File: config.mk
export PLATFORM = sky130hd
export DESIGN_NAME = overlap_set_enter_exit_tracker_top
export DESIGN_NICKNAME = d
export VERILOG_FILES = /design/src/sv/otset_pkg.sv /design/src/sv/otset_cell.sv /design/src/sv/overlap_set_enter_exit_tracker_top.sv
export SDC_FILE = /design/constraint.sdc
export NUM_CORES = 1
export LEC_CHECK = 0
export CAP_MARGIN = 20
export CORE_MARGIN = 2
export CORE_UTILIZATION = 25
export CTS_BUF_LIST = sky130_fd_sc_hd__clkbuf_16
export CTS_CLUSTER_SIZE = 12
export DETAILED_ROUTE_END_ITERATION = 16
export DONT_BUFFER_PORTS = 1
export HOLD_SLACK_MARGIN = 0.05
export PLACE_DENSITY = 0.37
export SYNTH_ARGS = -nofsm -noshare
export SYNTH_HDL_FRONTEND = slang
export SYNTH_HIERARCHICAL = 1
export SYNTH_SLANG_ARGS = --single-unit
File: constraint.sdc
create_clock -name clk_i -period 7.66 [get_ports clk_i]
set_clock_uncertainty 0.1 [all_clocks]
set_input_delay 1.149 -clock clk_i [delete_from_list [all_inputs] [get_ports clk_i]]
set_output_delay 1.149 -clock clk_i [all_outputs]
set_load 0.005 [all_outputs]
File: src/sv/otset_pkg.sv
// Shared types and event codes for the overlap set enter/exit tracker.
package otset_pkg;

  // Width of the ID fields on the ports
  localparam int unsigned ID_FIELD_W = 32;

  // Event kind codes
  localparam logic [1:0] KIND_ENTERED = 2'd0;
  localparam logic [1:0] KIND_EXITED  = 2'd1;
  localparam logic [1:0] KIND_FULL    = 2'd2;

  // Broadcast control from the top level to every cell
  typedef struct packed {
    logic present;     // present beat accepted this cycle
    logic clear_seen;  // end of frame with nothing to remove
  } cell_ctl_t;

  // Per-cell status back to the top level
  typedef struct packed {
    logic hit;   // stored ID matches the incoming ID
    logic emit;  // cell gives an exited event this cycle
    logic last;  // no pending exits in higher cells
  } cell_stat_t;

endpackage

File: src/sv/otset_cell.sv
// One slot of the tracker: stored ID, valid and seen marks, and scan token.
module otset_cell #(
  parameter int unsigned ID_WIDTH = 32
) (
  input  logic                  clk_i,
  input  logic                  rst_ni,
  input  otset_pkg::cell_ctl_t  ctl_i,
  input  logic [ID_WIDTH-1:0]   id_i,
  input  logic                  hit_any_i,
  input  logic                  free_below_i,
  output logic                  free_below_o,
  input  logic                  tok_i,
  output logic                  tok_o,
  input  logic                  pend_above_i,
  output logic                  pend_above_o,
  output otset_pkg::cell_stat_t stat_o,
  output logic [ID_WIDTH-1:0]   id_o
);

  logic                valid_q, valid_d;
  logic                seen_q, seen_d;
  logic                tok_q;
  logic [ID_WIDTH-1:0] id_q;
  logic                pend;
  logic                hit;
  logic                take;
  logic                emit;

  // Match, claim and pending terms
  assign pend = valid_q & ~seen_q;
  assign hit  = valid_q & (id_q == id_i);
  assign take = ctl_i.present & ~hit_any_i & ~free_below_i & ~valid_q;
  assign emit = tok_q & pend;

  // Hand chain terms to the neighbors
  assign free_below_o = free_below_i | ~valid_q;
  assign pend_above_o = pend_above_i | pend;
  assign tok_o        = tok_q;

  assign stat_o.hit  = hit;
  assign stat_o.emit = emit;
  assign stat_o.last = ~pend_above_i;
  assign id_o        = id_q;

  // Next state of the marks
  always_comb begin
    valid_d = valid_q;
    seen_d  = seen_q;
    if (take) begin
      valid_d = 1'b1;
    end else if (emit) begin
      valid_d = 1'b0;
    end
    if (take || (ctl_i.present && hit)) begin
      seen_d = 1'b1;
    end else if (tok_q || ctl_i.clear_seen) begin
      seen_d = 1'b0;
    end
  end

  // Hold marks and advance the token
  always_ff @(posedge clk_i or negedge rst_ni) begin
    if (!rst_ni) begin
      valid_q <= 1'b0;
      seen_q  <= 1'b0;
      tok_q   <= 1'b0;
    end else begin
      valid_q <= valid_d;
      seen_q  <= seen_d;
      tok_q   <= tok_i;
    end
  end

  // Store the ID on claim
  always_ff @(posedge clk_i) begin
    if (take) begin
      id_q <= id_i;
    end
  end

endmodule

File: src/sv/overlap_set_enter_exit_tracker_top.sv
// Top level of the overlap set enter/exit tracker: row of slot cells and event register.
// Present beat: accepted while busy is low, its event (if any) shows on the next cycle; busy stays low.
// End of frame with exits: a scan token walks the cells one per cycle, so busy is high until
//   the token leaves the last cell, and exits show in the cycle after the token reaches their cell.
// End of frame with nothing to remove: seen marks cleared at once, no event.
// Events are strobed for one cycle; the receiver cannot stall. Reset empties the set at once.
module overlap_set_enter_exit_tracker_top #(
  parameter int unsigned SET_DEPTH = 16,
  parameter int unsigned ID_WIDTH  = 32
) (
  input  logic        clk_i,
  input  logic        rst_ni,
  input  logic        start,
  output logic        busy,
  input  logic        mode_i,
  input  logic [31:0] shape_id_i,
  output logic        event_valid_o,
  output logic [1:0]  event_kind_o,
  output logic [31:0] event_id_o,
  output logic        last_of_run_o
);

  localparam int unsigned IdW = (ID_WIDTH < otset_pkg::ID_FIELD_W) ?
                                ID_WIDTH : otset_pkg::ID_FIELD_W;

  logic                  accept;
  logic [IdW-1:0]        id_in;
  otset_pkg::cell_ctl_t  ctl;
  logic                  hit_any;
  logic                  any_pend;
  logic                  full;
  logic                  eof_go;
  logic [SET_DEPTH-1:0]  free_below_in, free_below_out;
  logic [SET_DEPTH-1:0]  tok_in, tok_out;
  logic [SET_DEPTH-1:0]  pend_above_in, pend_above_out;
  logic [SET_DEPTH-1:0]  hit_vec;
  otset_pkg::cell_stat_t stat [SET_DEPTH];
  logic [IdW-1:0]        cell_id [SET_DEPTH];

  logic        ev_valid_q, ev_valid_d;
  logic [1:0]  ev_kind_q, ev_kind_d;
  logic [31:0] ev_id_q, ev_id_d;
  logic        ev_last_q, ev_last_d;

  // Accept a beat and broadcast control
  assign accept         = start & ~busy;
  assign id_in          = shape_id_i[IdW-1:0];
  assign ctl.present    = accept & ~mode_i;
  assign ctl.clear_seen = accept & mode_i & ~any_pend;
  assign eof_go         = accept & mode_i & any_pend;
  assign any_pend       = pend_above_out[0];
  assign full           = ~free_below_out[SET_DEPTH-1];
  assign hit_any        = |hit_vec;
  assign busy           = |tok_out;

  // Build the row of cells and chain them
  for (genvar g = 0; g < SET_DEPTH; g++) begin : g_cell
    if (g == 0) begin : g_first
      assign free_below_in[g] = 1'b0;
      assign tok_in[g]        = eof_go;
    end else begin : g_rest
      assign free_below_in[g] = free_below_out[g-1];
      assign tok_in[g]        = tok_out[g-1];
    end
    if (g == SET_DEPTH - 1) begin : g_top
      assign pend_above_in[g] = 1'b0;
    end else begin : g_below
      assign pend_above_in[g] = pend_above_out[g+1];
    end
    assign hit_vec[g] = stat[g].hit;

    otset_cell #(
      .ID_WIDTH(IdW)
    ) u_cell (
      .clk_i       (clk_i),
      .rst_ni      (rst_ni),
      .ctl_i       (ctl),
      .id_i        (id_in),
      .hit_any_i   (hit_any),
      .free_below_i(free_below_in[g]),
      .free_below_o(free_below_out[g]),
      .tok_i       (tok_in[g]),
      .tok_o       (tok_out[g]),
      .pend_above_i(pend_above_in[g]),
      .pend_above_o(pend_above_out[g]),
      .stat_o      (stat[g]),
      .id_o        (cell_id[g])
    );
  end

  // Select the next event beat
  always_comb begin
    logic [IdW-1:0] exit_id;
    logic           exit_any;
    logic           exit_last;
    exit_id   = '0;
    exit_any  = 1'b0;
    exit_last = 1'b0;
    for (int i = 0; i < SET_DEPTH; i++) begin
      if (stat[i].emit) begin
        exit_id   = exit_id | cell_id[i];
        exit_any  = 1'b1;
        exit_last = exit_last | stat[i].last;
      end
    end
    ev_valid_d = 1'b0;
    ev_kind_d  = otset_pkg::KIND_ENTERED;
    ev_id_d    = otset_pkg::ID_FIELD_W'(id_in);
    ev_last_d  = 1'b1;
    if (ctl.present) begin
      ev_valid_d = ~hit_any;
      ev_kind_d  = full ? otset_pkg::KIND_FULL : otset_pkg::KIND_ENTERED;
    end else if (exit_any) begin
      ev_valid_d = 1'b1;
      ev_kind_d  = otset_pkg::KIND_EXITED;
      ev_id_d    = otset_pkg::ID_FIELD_W'(exit_id);
      ev_last_d  = exit_last;
    end
  end

  // Hold the event strobe
  always_ff @(posedge clk_i or negedge rst_ni) begin
    if (!rst_ni) begin
      ev_valid_q <= 1'b0;
    end else begin
      ev_valid_q <= ev_valid_d;
    end
  end

  // Hold the event payload
  always_ff @(posedge clk_i) begin
    ev_kind_q <= ev_kind_d;
    ev_id_q   <= ev_id_d;
    ev_last_q <= ev_last_d;
  end

  assign event_valid_o = ev_valid_q;
  assign event_kind_o  = ev_kind_q;
  assign event_id_o    = ev_id_q;
  assign last_of_run_o = ev_last_q;

endmodule

After elaboration in Yosys (flattened, before gate mapping)
Cells that the tools add are included.
Widths: inputs -> output; s select.

operators by class
  reductions and logical operators = 83
  equality and inequality tests = 16
  muxes and demuxes = 118
  bitwise gates (word level) = 210

operator list
  operator           number
  $mux 32            18
  $eq 32x32->1       16
  $or 32x32->32      15
  $mux 1             98
  $and 1x1->1        85
  $not 1->1          66
  $reduce_bool 2->1  32
  $or 1x1->1         44
  $logic_or 1x1->1   32
  $reduce_or 16->1   2
  $logic_and 1x1->1  16
  $mux 2             2
  $reduce_or 3->1    1

word-level totals
  register bits after elaboration = 596
  input port bits = 36

Logic depth before layout (Yosys ltp)
Gate-level depths: netlist (run 1).

  depth in word-level cells = 46
  depth in mapped cells = 36

Modules after synthesis
Netlist (run 1), hierarchy kept.

by module, submodules not included
  module                              area an instance (um^2)  instances  cells each  seq. area each (um^2)
  otset_cell                          1,498.9                  16         96          1,036.0
  overlap_set_enter_exit_tracker_top  4,206.5                  1          460         725.7

Least setup slack after synthesis (run 1)
No wires, ideal clock.

  path kind = register -> register
  from = register g_cell[0].u_cell.valid_q
  to = register g_cell[15].u_cell.id_q[0] (enable)
  stages on the path, launching flop included = 17
  data arrival time = 7.223 ns
  data required time = 7.041 ns
  path buffers = 0
  setup slack = -0.182 ns
  period minus slack after synthesis = 7.842 ns
  path through = dfrtp_1 or2b_1 or2b_1 or2b_1 or2b_1 or2b_1 or2b_1 or2b_1 or2b_1 or2b_1 or2b_1 or2b_1 or2b_1 or2b_1 or2b_1 or2b_1 nor4b_1

between the ends
  cells in the longest elaborated chain, start to end = 18
  elaborated cells on any way between the ends = 22
  those cells by class = bitwise: 21; reduce/logical: 1

ends and longest elaborated chain
  element                     RTL line                                  source
  start: declaration          otset_cell.sv:20                          logic valid_q, valid_d;
  start signal: assignment    otset_cell.sv:68                          valid_q <= valid_d;
  $not 1->1                   otset_cell.sv:36                          assign free_below_o = free_below_i | ~valid_q;
  net free_below_in[1]        overlap_set_enter_exit_tracker_top.sv:33  logic [SET_DEPTH-1:0] free_below_in, free_below_out;
  $or 1x1->1                  otset_cell.sv:36
  net free_below_in[2]        overlap_set_enter_exit_tracker_top.sv:33
  $or 1x1->1                  otset_cell.sv:36
  net free_below_in[3]        overlap_set_enter_exit_tracker_top.sv:33
  $or 1x1->1                  otset_cell.sv:36
  net free_below_in[4]        overlap_set_enter_exit_tracker_top.sv:33
  [... 1 more ...]            -
  net free_below_in[5]        overlap_set_enter_exit_tracker_top.sv:33
  [... 1 more ...]            -
  net free_below_in[6]        overlap_set_enter_exit_tracker_top.sv:33
  [... 1 more ...]            -
  net free_below_in[7]        overlap_set_enter_exit_tracker_top.sv:33
  [... 1 more ...]            -
  net free_below_in[8]        overlap_set_enter_exit_tracker_top.sv:33
  [... 1 more ...]            -
  net free_below_in[9]        overlap_set_enter_exit_tracker_top.sv:33
  [... 1 more ...]            -
  net free_below_in[10]       overlap_set_enter_exit_tracker_top.sv:33
  [... 1 more ...]            -
  net free_below_in[11]       overlap_set_enter_exit_tracker_top.sv:33
  [... 1 more ...]            -
  net free_below_in[12]       overlap_set_enter_exit_tracker_top.sv:33
  [... 1 more ...]            -
  net free_below_in[13]       overlap_set_enter_exit_tracker_top.sv:33
  $or 1x1->1                  otset_cell.sv:36
  net free_below_in[14]       overlap_set_enter_exit_tracker_top.sv:33
  $or 1x1->1                  otset_cell.sv:36
  net free_below_in[15]       overlap_set_enter_exit_tracker_top.sv:33
  $not 1->1                   otset_cell.sv:32                          assign take = ctl_i.present & ~hit_any_i & ~free_below_i & ~valid_q;
  $and 1x1->1 (2 in series)   otset_cell.sv:32
  net g_cell[15].u_cell.take  otset_cell.sv:26                          logic take;
  end signal: assignment      otset_cell.sv:77                          id_q <= id_i;
  end: declaration            otset_cell.sv:23                          logic [ID_WIDTH-1:0] id_q;

The timed path passes the listed nets, and every way through them passes these cells.
A chain may end at the register's enable or synchronous reset.

Worst setup path after layout (run 1)
  from = register g_cell[0].u_cell.valid_q
  to = register g_cell[15].u_cell.id_q[7] (enable)

The elaborated chain is that of the path after synthesis.

==> results.toml, run 1 <==
[run_status]
status = "completed"

[detailed_routing]
wl_microns = 108000
firstDrtPassIters = 5
vias_per_cell = 5.01
drtIter0Drc = 1512
vias = 17900
ant_nets = 0
wire_per_inst_microns = 30.3
drc_errors = 0

[floorplanning]
core_sq_um = 112000
die_area_sq_um = 115000
fp.dieW_microns = 340
ios = 73
rows = 123
fp.dieH_microns = 340
initial_utilization = 0.251

[cts]
cts_hold_buf = 0
htreeDepth = 3
cts-root-buf = "clkbuf_16"
cts_tree = "done"
clk_latency_ns = 0.65
cts_buffer_depth = 3
clkTransAtPathRegs_ns = 0.06
cts_buffers = 75
clock_sinks = 596
ctsResizeCount = 0
postCtsSetupRepairBufs = 0

[synth]
synthTopCellsByArea = "edfxtp_1, xor2_1, xnor2_1"
ys_seq_area_frac = 0.614
syn_area_sq_um = 28200
syn_inst = 1996
syn_avg_cell_area_sq_um = 14.1
synth_ff_type = "edfxtp_1"
synth_cell_types = 42
synth_top_area_frac = 0.545
ys_ff_latch = 596
ys_warn_count = 6
synth_edf_count = 512
async_flop_share = 0.0822
synth_largest_area_cell = "edfxtp_1"

[pwr]
switchingPower_mw = 2.49
intPower_mw = 6.27
power_density_nw_per_um2 = 271
power_mw = 8.76
p_clk_frac = 0.389
switching_share = 0.284
seq_power_share = 0.442
ir_drop_uv = 204
power_leakage_nw = 10.7
power_frac_comb = 0.169

[sta]
holdWs_ns = 0.104
finalSetupTns_ns = 0
fin_crit_sh = 0.722
hold_viol_final = 0
worst_slew_pin_slew_ns = 0.981
fmax_mhz = 181
finalMaxSlewViolations = 0
setup_viol = 0
relSlewSlack = 0.345
period_needed_ns = 5.53
rsz0062_at_grt = "no"

[setup_path]
critPathLaunchType = "flip-flop"
slowest_delay_ns = 0.55
path_class = "reg -> reg"
crit_buf_inv = 1
cp-end-kind = "flip-flop"
cp_slowest_cell = "buf_4"
crit_family = "simple AND/OR/NAND/NOR gates"
cpMostUsedCell = "or2b_1"
required_ns = 7.81
worstPathMaxFanout = 34
cp.arrival_ns = 5.68
cp_cell_sequence = "or2b_1 > or2b_1 > or2b_1 > or2b_1 > or2b_1 > or2b_1 > or2b_1 > or2b_1 > or2b_1 > or2b_1 > or2b_1 > or2b_1 > or2b_1 > or2b_1 > or2b_1 > nor4b_4 > buf_4"

[global_routing]
grt_pass1_wl_microns = 151000
grt_max_degree = 50
first_global_vias = 18500
grt_overflow = 0
antenna_found_initial = 2
grt_util_all_layers = 0.184

[layout]
layout-drive-gt1-share = 0.131
fin_nets = 2049
area_delta_synth_final_pct = 14.7
final_cell_mix = "edfxtp_1, xor2_1, xnor2_1"
final_common_cell = "edfxtp_1"

[placement]
gp_congestion = 0.832
port_buffers = 0
hpwl_microns = 67800

[worst_hold_path]
hold_class = "in -> async"

[run]
maxCapViolCount = 0
[path summary, 6_finish.rpt]
kind / start / endpoint / slack [ns] / cells past startpoint
worst max register to register: g_cell[0].u_cell/valid_q$_DFFE_PN0P_ / g_cell[15].u_cell/id_o[7]$_DFFE_PP_ / 2.13 / 17
worst max-delay path: g_cell[0].u_cell/valid_q$_DFFE_PN0P_ / g_cell[15].u_cell/id_o[7]$_DFFE_PP_ / 2.13 / 17
worst min register to register: g_cell[6].u_cell/tok_o$_DFF_PN0_ / g_cell[7].u_cell/tok_o$_DFF_PN0_ / 0.34 / 0
min in group clk_i: g_cell[6].u_cell/tok_o$_DFF_PN0_ / g_cell[7].u_cell/tok_o$_DFF_PN0_ / 0.34 / 0
max in group asynchronous: rst_ni / g_cell[10].u_cell/valid_q$_DFFE_PN0P_ / 7.20 / 0
worst min-delay path: rst_ni / g_cell[8].u_cell/valid_q$_DFFE_PN0P_ / 0.10 / 0
[synth_stat cells (18+ instances only)]
| master | n |
|---|---|
| edfxtp_1 | 512 |
| xor2_1 | 240 |
| xnor2_1 | 224 |
| a221oi_1 | 131 |
| a22o_1 | 131 |
| nand4_1 | 83 |
| inv_1 | 66 |
| clkbuf_1 | 62 |
| dfrtp_1 | 49 |
| nor4_1 | 40 |
| nor4_2 | 36 |
| dfxtp_1 | 35 |
| nor2_1 | 33 |
| o21bai_1 | 33 |
| buf_4 | 32 |
| mux2_4 | 27 |
| nor3_1 | 18 |
[logic make-up (layout without fill, tap and decap cells)]
logic type      count (synthesis)  after routing  synth area share
flops                         596            596             0.614
simple gates                  327            327            0.0785
mux                            32             32            0.0164
compound gates                394            394             0.117
other cells                     1              6          0.000133
buf+inv                       182            255            0.0305
xor+xnor                      464            464             0.144
[per-layer routing]
metal / vias to the layer above / global-route usage / wire [microns]
met5: - / 0 / 0
met1: 9504 / 0.254 / 49700
li1: 7793 / - / -
met3: 128 / 0.0281 / 4380
met4: 0 / 0.0449 / 2470
met2: 476 / 0.303 / 51700
[layout make-up]
type                            instances  area [sq um]
Multi-Input combinational cell       1220         10200
Clock inverter                         58           383
Inverter                               82           308
Tap cell                             1500          1880
Antenna cell                            3          7.51
Timing Repair Buffer                   38           289
Fill cell                           11400         79900
Sequential cell                       596         17300
Clock buffer                           77          1930
[power by group through the flow]
stage	combinational, mW	sequential [mW]	clock (mW)
detailed placement	1.50	3.94	0
CTS	1.51	3.88	3.52
floorplan	1.00	3.88	0
global route	1.58	3.89	3.63
global placement	1.51	3.95	0
finish	1.48	3.87	3.41
[worst register-to-register path, delay by kind of cell, from the launching register on]
family	cells	cell delay, ns
flops	1	0.39
simple gates	16	4.02
buf+inv	1	0.55
[stage by stage]
stage	instances	setup WS, ns	utilization	cell area (sq um)
floorplan	1998	0.0426	-	28200
global placement	3435	2.14	0.267	30000
detailed placement	3436	2.14	0.268	30000
CTS	3571	2.09	0.288	32300
global route	3571	1.88	0.288	32300
finish	3574	2.13	0.288	32300
[sequential cells by signal (all words and copies together) (netlist names)]
name                   count
event_kind_o               2
event_id_o                32
g_cell.u_cell/seen_q      16
event_valid_o              1
g_cell.u_cell/id_o       512
last_of_run_o              1
g_cell.u_cell/tok_o       16
g_cell.u_cell/valid_q     16
(Power assumes the default switching activity.)
==> inputs of run 2 (changes only) <==
==> constraint.sdc (replaced) <==
create_clock -name clk_i -period 5 [get_ports clk_i]
set_clock_uncertainty 0.1 [all_clocks]
set_input_delay 0.75 -clock clk_i [delete_from_list [all_inputs] [get_ports clk_i]]
set_output_delay 0.75 -clock clk_i [all_outputs]
set_load 0.005 [all_outputs]
==> run 2 against run 1 <==
  * The flow now finishes with violations (negative setup slack)
  * First-iteration DRC count decreased by 0.86%
  * Critical path depth increased by 1
  * Critical endpoint is now g_cell[14].u_cell/id_o[11]$_DFFE_PP_
  * Register-to-register slack got worse by 2.3 ns
  * Global-route usage decreased by 0.16 points
  * Sequential power increased by 53%
==> results.toml, run 2 (same netlist as run 1, synthesis figures left out) <==
[layout]
layout-drive-gt1-share = 0.159
final_util = 0.296
final_common_cell = "edfxtp_1"
final_cell_mix = "edfxtp_1, xor2_1, xnor2_1"
n_fill_cell = 11200
fin_area_sq_um = 33200
area_delta_synth_final_pct = 17.7
largest_register_ffs = 512
fin_nets = 2117
stdcell_count = 3640

[sta]
hold_viol_final = 0
setup_viol = 58
worst_slew_pin_slew_ns = 1.01
fin_crit_sh = 1.03
relSlewSlack = 0.325
finalSetupTns_ns = -5.21
fin_ws_ns = -0.134
rsz0062_at_grt = "yes"
period_needed_ns = 5.13
fmax_mhz = 195
finalMaxSlewViolations = 0

[worst_hold_path]
hold_class = "in -> reg"

[cts]
cts_buffer_depth = 3
cts_tree = "done"
clk_latency_ns = 0.64
clkTransAtPathRegs_ns = 0.06
cts-root-buf = "clkbuf_16"
htreeDepth = 3
cts_buffers = 75
clock_sinks = 596

[setup_path]
critPathLaunchType = "flip-flop"
required_ns = 5.23
worstPathMaxFanout = 6
cp.arrival_ns = 5.37
cp-end-kind = "flip-flop"
path_class = "reg -> reg"

[floorplanning]
core_sq_um = 112000
fp.dieW_microns = 340
die_area_sq_um = 115000
ios = 73
fp.dieH_microns = 340
rows = 123
initial_utilization = 0.251

[pwr]
power_leakage_nw = 11.1
ir_drop_uv = 195
power_mw = 13.5
power_density_nw_per_um2 = 408

[detailed_routing]
vias_per_cell = 4.93
firstDrtPassIters = 5
wire_per_inst_microns = 29.9
wl_microns = 109000
vias = 18000
drtIter0Drc = 1499
ant_nets = 0
drc_errors = 0

[global_routing]
grt_max_degree = 50
grt_overflow = 0
grt_util_all_layers = 0.183
antenna_found_initial = 2
first_global_vias = 18800
grt_pass1_wl_microns = 150000

[run_status]
status = "finished, violations left"
failed_checks = "negative setup slack"

[placement]
placedCellCount = 3473
gp_congestion = 0.846
placed_area_sq_um = 30400
port_buffers = 0
hpwl_microns = 70400

[run]
maxCapViolCount = 0
==> run 2: cell count changes in the layout (fill, tap and decap cells not counted), moves of 3 or more <==
| cell | change |
|---|---|
| buf_12 | +12 |
| inv_1 | +4 |
| a21oi_1 | -5 |
| clkinv_2 | -3 |
| buf_4 | +43 |
| buf_6 | +6 |
| clkbuf_16 | +3 |
| nor4b_2 | -5 |
| a21oi_2 | +5 |
| nor4b_4 | +5 |
==> run 2: metrics by stage <==
stage               hold slack [ns]  setup slack, ns
finish                        0.105           -0.134
global route                 0.0845           -0.334
CTS                          0.0687           -0.167
detailed placement            0.337           -0.137
global placement              0.338           -0.164
floorplan                     0.305            -1.49
==> run 2: final timing paths <==
| check | cells after the start | start | slack (ns) | to |
|---|---|---|---|---|
| min reg2reg | 0 | g_cell[3].u_cell/tok_o$_DFF_PN0_ | 0.36 | g_cell[4].u_cell/tok_o$_DFF_PN0_ |
| max in group asynchronous | 2 | rst_ni | 3.99 | g_cell[14].u_cell/valid_q$_DFFE_PN0P_ |
| max | 18 | g_cell[0].u_cell/valid_q$_DFFE_PN0P_ | -0.13 | g_cell[14].u_cell/id_o[11]$_DFFE_PP_ |
| min in group asynchronous | 2 | rst_ni | 0.53 | event_valid_o$_DFF_PN0_ |
| max reg2reg | 18 | g_cell[0].u_cell/valid_q$_DFFE_PN0P_ | -0.13 | g_cell[14].u_cell/id_o[11]$_DFFE_PP_ |
| min | 0 | shape_id_i[26] | 0.11 | g_cell[10].u_cell/id_o[26]$_DFFE_PP_ |
==> run 2: power breakdown <==
part	total (mW)	switching (mW)	internal, mW
sequential	5.93	0.229	5.70
combinational	2.34	1.38	0.964
clock	5.27	2.19	3.08
total	13.5	3.80	9.74
==> run 2: final cells by class <==
class                   count  area [sq um]  share of cell area
clock inverters            55           387              0.0117
repair buffers            106          1070              0.0324
diodes                      4          10.0            0.000302
multi-input cells        1220         10300               0.310
well taps                1500          1880              0.0566
clock buffers              77          1930              0.0581
inverters                  82           308             0.00928
flip-flops and latches    596         17300               0.521
==> run 2: what timing repair did <==
item	CTS	global route
hold buffers	2	0
gates cloned	2	7
setup endpoints to repair	58	114
pin swaps	1	4
setup buffers	9	13
endpoints found under the hold margin	49	0
resized for setup	7	23
==> run 2: routing by layer <==
metal / routed length [microns] / up-vias / global-route usage
li1: - / 7922 / -
met5: 0 / - / 0
met3: 5440 / 169 / 0.0321
met4: 4080 / 0 / 0.0711
met2: 50800 / 522 / 0.294
met1: 48500 / 9342 / 0.243
==> run 2: worst max-delay path, stage by stage, from the launching register on <==
cell and delay (ns):
dfrtp_1 0.33, or2b_1 0.24, or2b_1 0.25, or2b_1 0.25, or2b_1 0.24, or2b_1 0.23
or2b_1 0.24, or2b_1 0.29, or2b_1 0.26, or2b_1 0.24, or2b_1 0.25, or2b_1 0.24
or2b_1 0.27, or2b_1 0.26, or2b_1 0.24, buf_4 0.14, nor4b_4 0.39, buf_4 0.21
clkbuf_16 0.18
==> inputs of run 3 (changes only) <==
--- a/config.mk
+++ b/config.mk
@@ -14,6 +14,7 @@
 export DONT_BUFFER_PORTS = 1
 export HOLD_SLACK_MARGIN = 0.05
 export PLACE_DENSITY = 0.37
+export REMOVE_ABC_BUFFERS = 1
 export SYNTH_ARGS = -nofsm -noshare
 export SYNTH_HDL_FRONTEND = slang
 export SYNTH_HIERARCHICAL = 1
==> run 3 against run 2 <==
  * The run still ends with negative setup slack left
  * Power fell by 1.8%
  * Core utilization fell by 0.21 points
  * Flip-flop and latch count did not move
  * Global-route usage fell by 0.17 points
  * Cell count fell by 0.11%
  * Sequential share of layout area rose by 0.37 points
  * Clock power fell by 2%
  * Sequential power barely moved
  * Final area fell by 0.70%
  * Via count barely moved
  * Worst setup slack improved by 0.085 ns
  * Critical endpoint is now g_cell[15].u_cell/id_o[15]$_DFFE_PP_
  * Largest cell class unchanged
==> results.toml, run 3 (same netlist as run 1, synthesis figures left out) <==
[run_status]
status = "finished, violations left"
failed_checks = "negative setup slack"

[placement]
placedCellCount = 3477
placed_area_sq_um = 30400
dpl_worst_slack_ns = -0.104
gp_congestion = 0.855
hpwl_microns = 70300
port_buffers = 0

[pwr]
power_mw = 13.3
power_leakage_nw = 11.1
ir_drop_uv = 340
power_density_nw_per_um2 = 404

[setup_path]
reg2reg_depth = 19
path_class = "reg -> reg"
reg2reg_to = "g_cell[15].u_cell/id_o[15]$_DFFE_PP_"
required_ns = 5.24
critPathLaunchType = "flip-flop"
rr_startpoint = "g_cell[0].u_cell/valid_q$_DFFE_PN0P_"
cp.arrival_ns = 5.29
worstPathMaxFanout = 9
cp-end-kind = "flip-flop"
reg2reg_slack_ns = -0.05

[cts]
htreeDepth = 3
clkTransAtPathRegs_ns = 0.06
cts-root-buf = "clkbuf_16"
clock_sinks = 596
cts_buffers = 75
cts_buffer_depth = 3
clk_latency_ns = 0.64
cts_tree = "done"

[worst_hold_path]
min_from = "shape_id_i[24]"
holdPathEnd = "g_cell[11].u_cell/id_o[24]$_DFFE_PP_"
min_delay_path_depth = 0
hold_class = "in -> reg"

[layout]
final_cell_mix = "edfxtp_1, xor2_1, xnor2_1"
area_delta_synth_final_pct = 16.9
final_util = 0.294
stdcell_count = 3636
layout-drive-gt1-share = 0.155
final_common_cell = "edfxtp_1"
fin_nets = 2110
fin_area_sq_um = 33000
num_antenna_cells = 0
n_fill_cell = 11200
largest_register_ffs = 512

[sta]
fin_ws_ns = -0.0494
period_needed_ns = 5.05
rsz0062_at_grt = "yes"
finalMaxSlewViolations = 0
relSlewSlack = 0.145
setup_viol = 17
fin_crit_sh = 1.01
fmax_mhz = 198
hold_viol_final = 0
worst_slew_pin_slew_ns = 1.28

[detailed_routing]
wl_met3_microns = 4620
wl_met2_microns = 50900
firstDrtPassIters = 5
dr.max_layer_used = "met4"
wl_microns = 107000
wire_per_inst_microns = 29.3
vias = 17900
wirelength_met1_microns = 48300
ant_nets = 0
vias_per_cell = 4.93
drc_errors = 0
drtIter0Drc = 1519

[global_routing]
grt_overflow = 0
first_global_vias = 18500
grt_max_degree = 50
grt_pass1_wl_microns = 149000
antenna_found_initial = 4
grt_util_all_layers = 0.181

[floorplanning]
die_area_sq_um = 115000
initial_utilization = 0.251
fp.dieH_microns = 340
fp.dieW_microns = 340
rows = 123
ios = 73
core_sq_um = 112000

[run]
maxCapViolCount = 0
run 3: cell count changes in the layout (fill, tap and decap cells not counted), moves of 5 or more:
| cell | delta |
|---|---|
| inv_1 | +8 |
| clkinv_2 | +5 |
| clkinv_1 | -6 |
| buf_6 | -5 |
| a21oi_2 | -5 |
| a21oi_1 | +5 |
run 3: area by class of cell:
cell class | count | area, sq um | area share
multi-input cells | 1220 | 10200 | 0.311
clock inverters | 63 | 372 | 0.0113
repair buffers | 99 | 946 | 0.0287
well taps | 1500 | 1880 | 0.0570
flip-flops and latches | 596 | 17300 | 0.525
clock buffers | 76 | 1900 | 0.0577
inverters | 82 | 308 | 0.00934
run 3: how the worst max path moves through the flow:
stage,slack [ns],start,endpoint,cells after the start
detailed placement,-0.10,g_cell[0].u_cell/valid_q$_DFFE_PN0P_,g_cell[12].u_cell/id_o[26]$_DFFE_PP_,14
CTS,-0.02,g_cell[0].u_cell/valid_q$_DFFE_PN0P_,g_cell[15].u_cell/id_o[15]$_DFFE_PP_,18
floorplan,-2.84,g_cell[0].u_cell/valid_q$_DFFE_PN0P_,g_cell[15].u_cell/id_o[0]$_DFFE_PP_,16
global route,-0.29,g_cell[0].u_cell/valid_q$_DFFE_PN0P_,g_cell[15].u_cell/id_o[15]$_DFFE_PP_,19
global placement,-0.06,g_cell[0].u_cell/valid_q$_DFFE_PN0P_,g_cell[12].u_cell/id_o[26]$_DFFE_PP_,14
finish,-0.05,g_cell[0].u_cell/valid_q$_DFFE_PN0P_,g_cell[15].u_cell/id_o[15]$_DFFE_PP_,19
run 3: power breakdown:
part	internal, mW	leakage, nW	switching (mW)	total (mW)
combinational	0.929	4.30	1.31	2.24
clock	2.91	1.23	2.22	5.14
sequential	5.70	5.56	0.221	5.92
run 3: layer usage:
layer  vias up  track usage
met3       122       0.0253
met1      9393        0.244
met4         0       0.0540
met5         -            0
li1       7922            -
met2       506        0.300
run 3: what timing repair did:
item                       CTS  global route
hold endpoints to repair    49             0
gates cloned                 1             1
setup buffers                7             9
gates resized for setup      1             8
pin swaps                    0             2
hold buffers                 2             0
setup endpoints to repair   59            84
run 3: per-stage QoR:
step	hold slack, ns	TNS [ns]
floorplan	0.305	-890.69
global placement	0.341	-2.56
detailed placement	0.340	-2.11
CTS	0.0549	-0.161
global route	0.0793	-9.08
finish	0.109	-0.417
run 3: worst max-delay path: stages (launching register included):
cell,delay (ns)
dfrtp_1,0.34
or2b_1,0.24
or2b_1,0.24
or2b_1,0.23
or2b_1,0.24
or2b_1,0.24
or2b_1,0.23
or2b_1,0.24
or2b_1,0.24
or2b_1,0.24
or2b_1,0.25
or2b_1,0.25
or2b_1,0.24
or2b_1,0.25
or2b_1,0.24
or2b_1,0.25
nor4b_2,0.27
buf_4,0.19
buf_12,0.11
buf_16,0.12
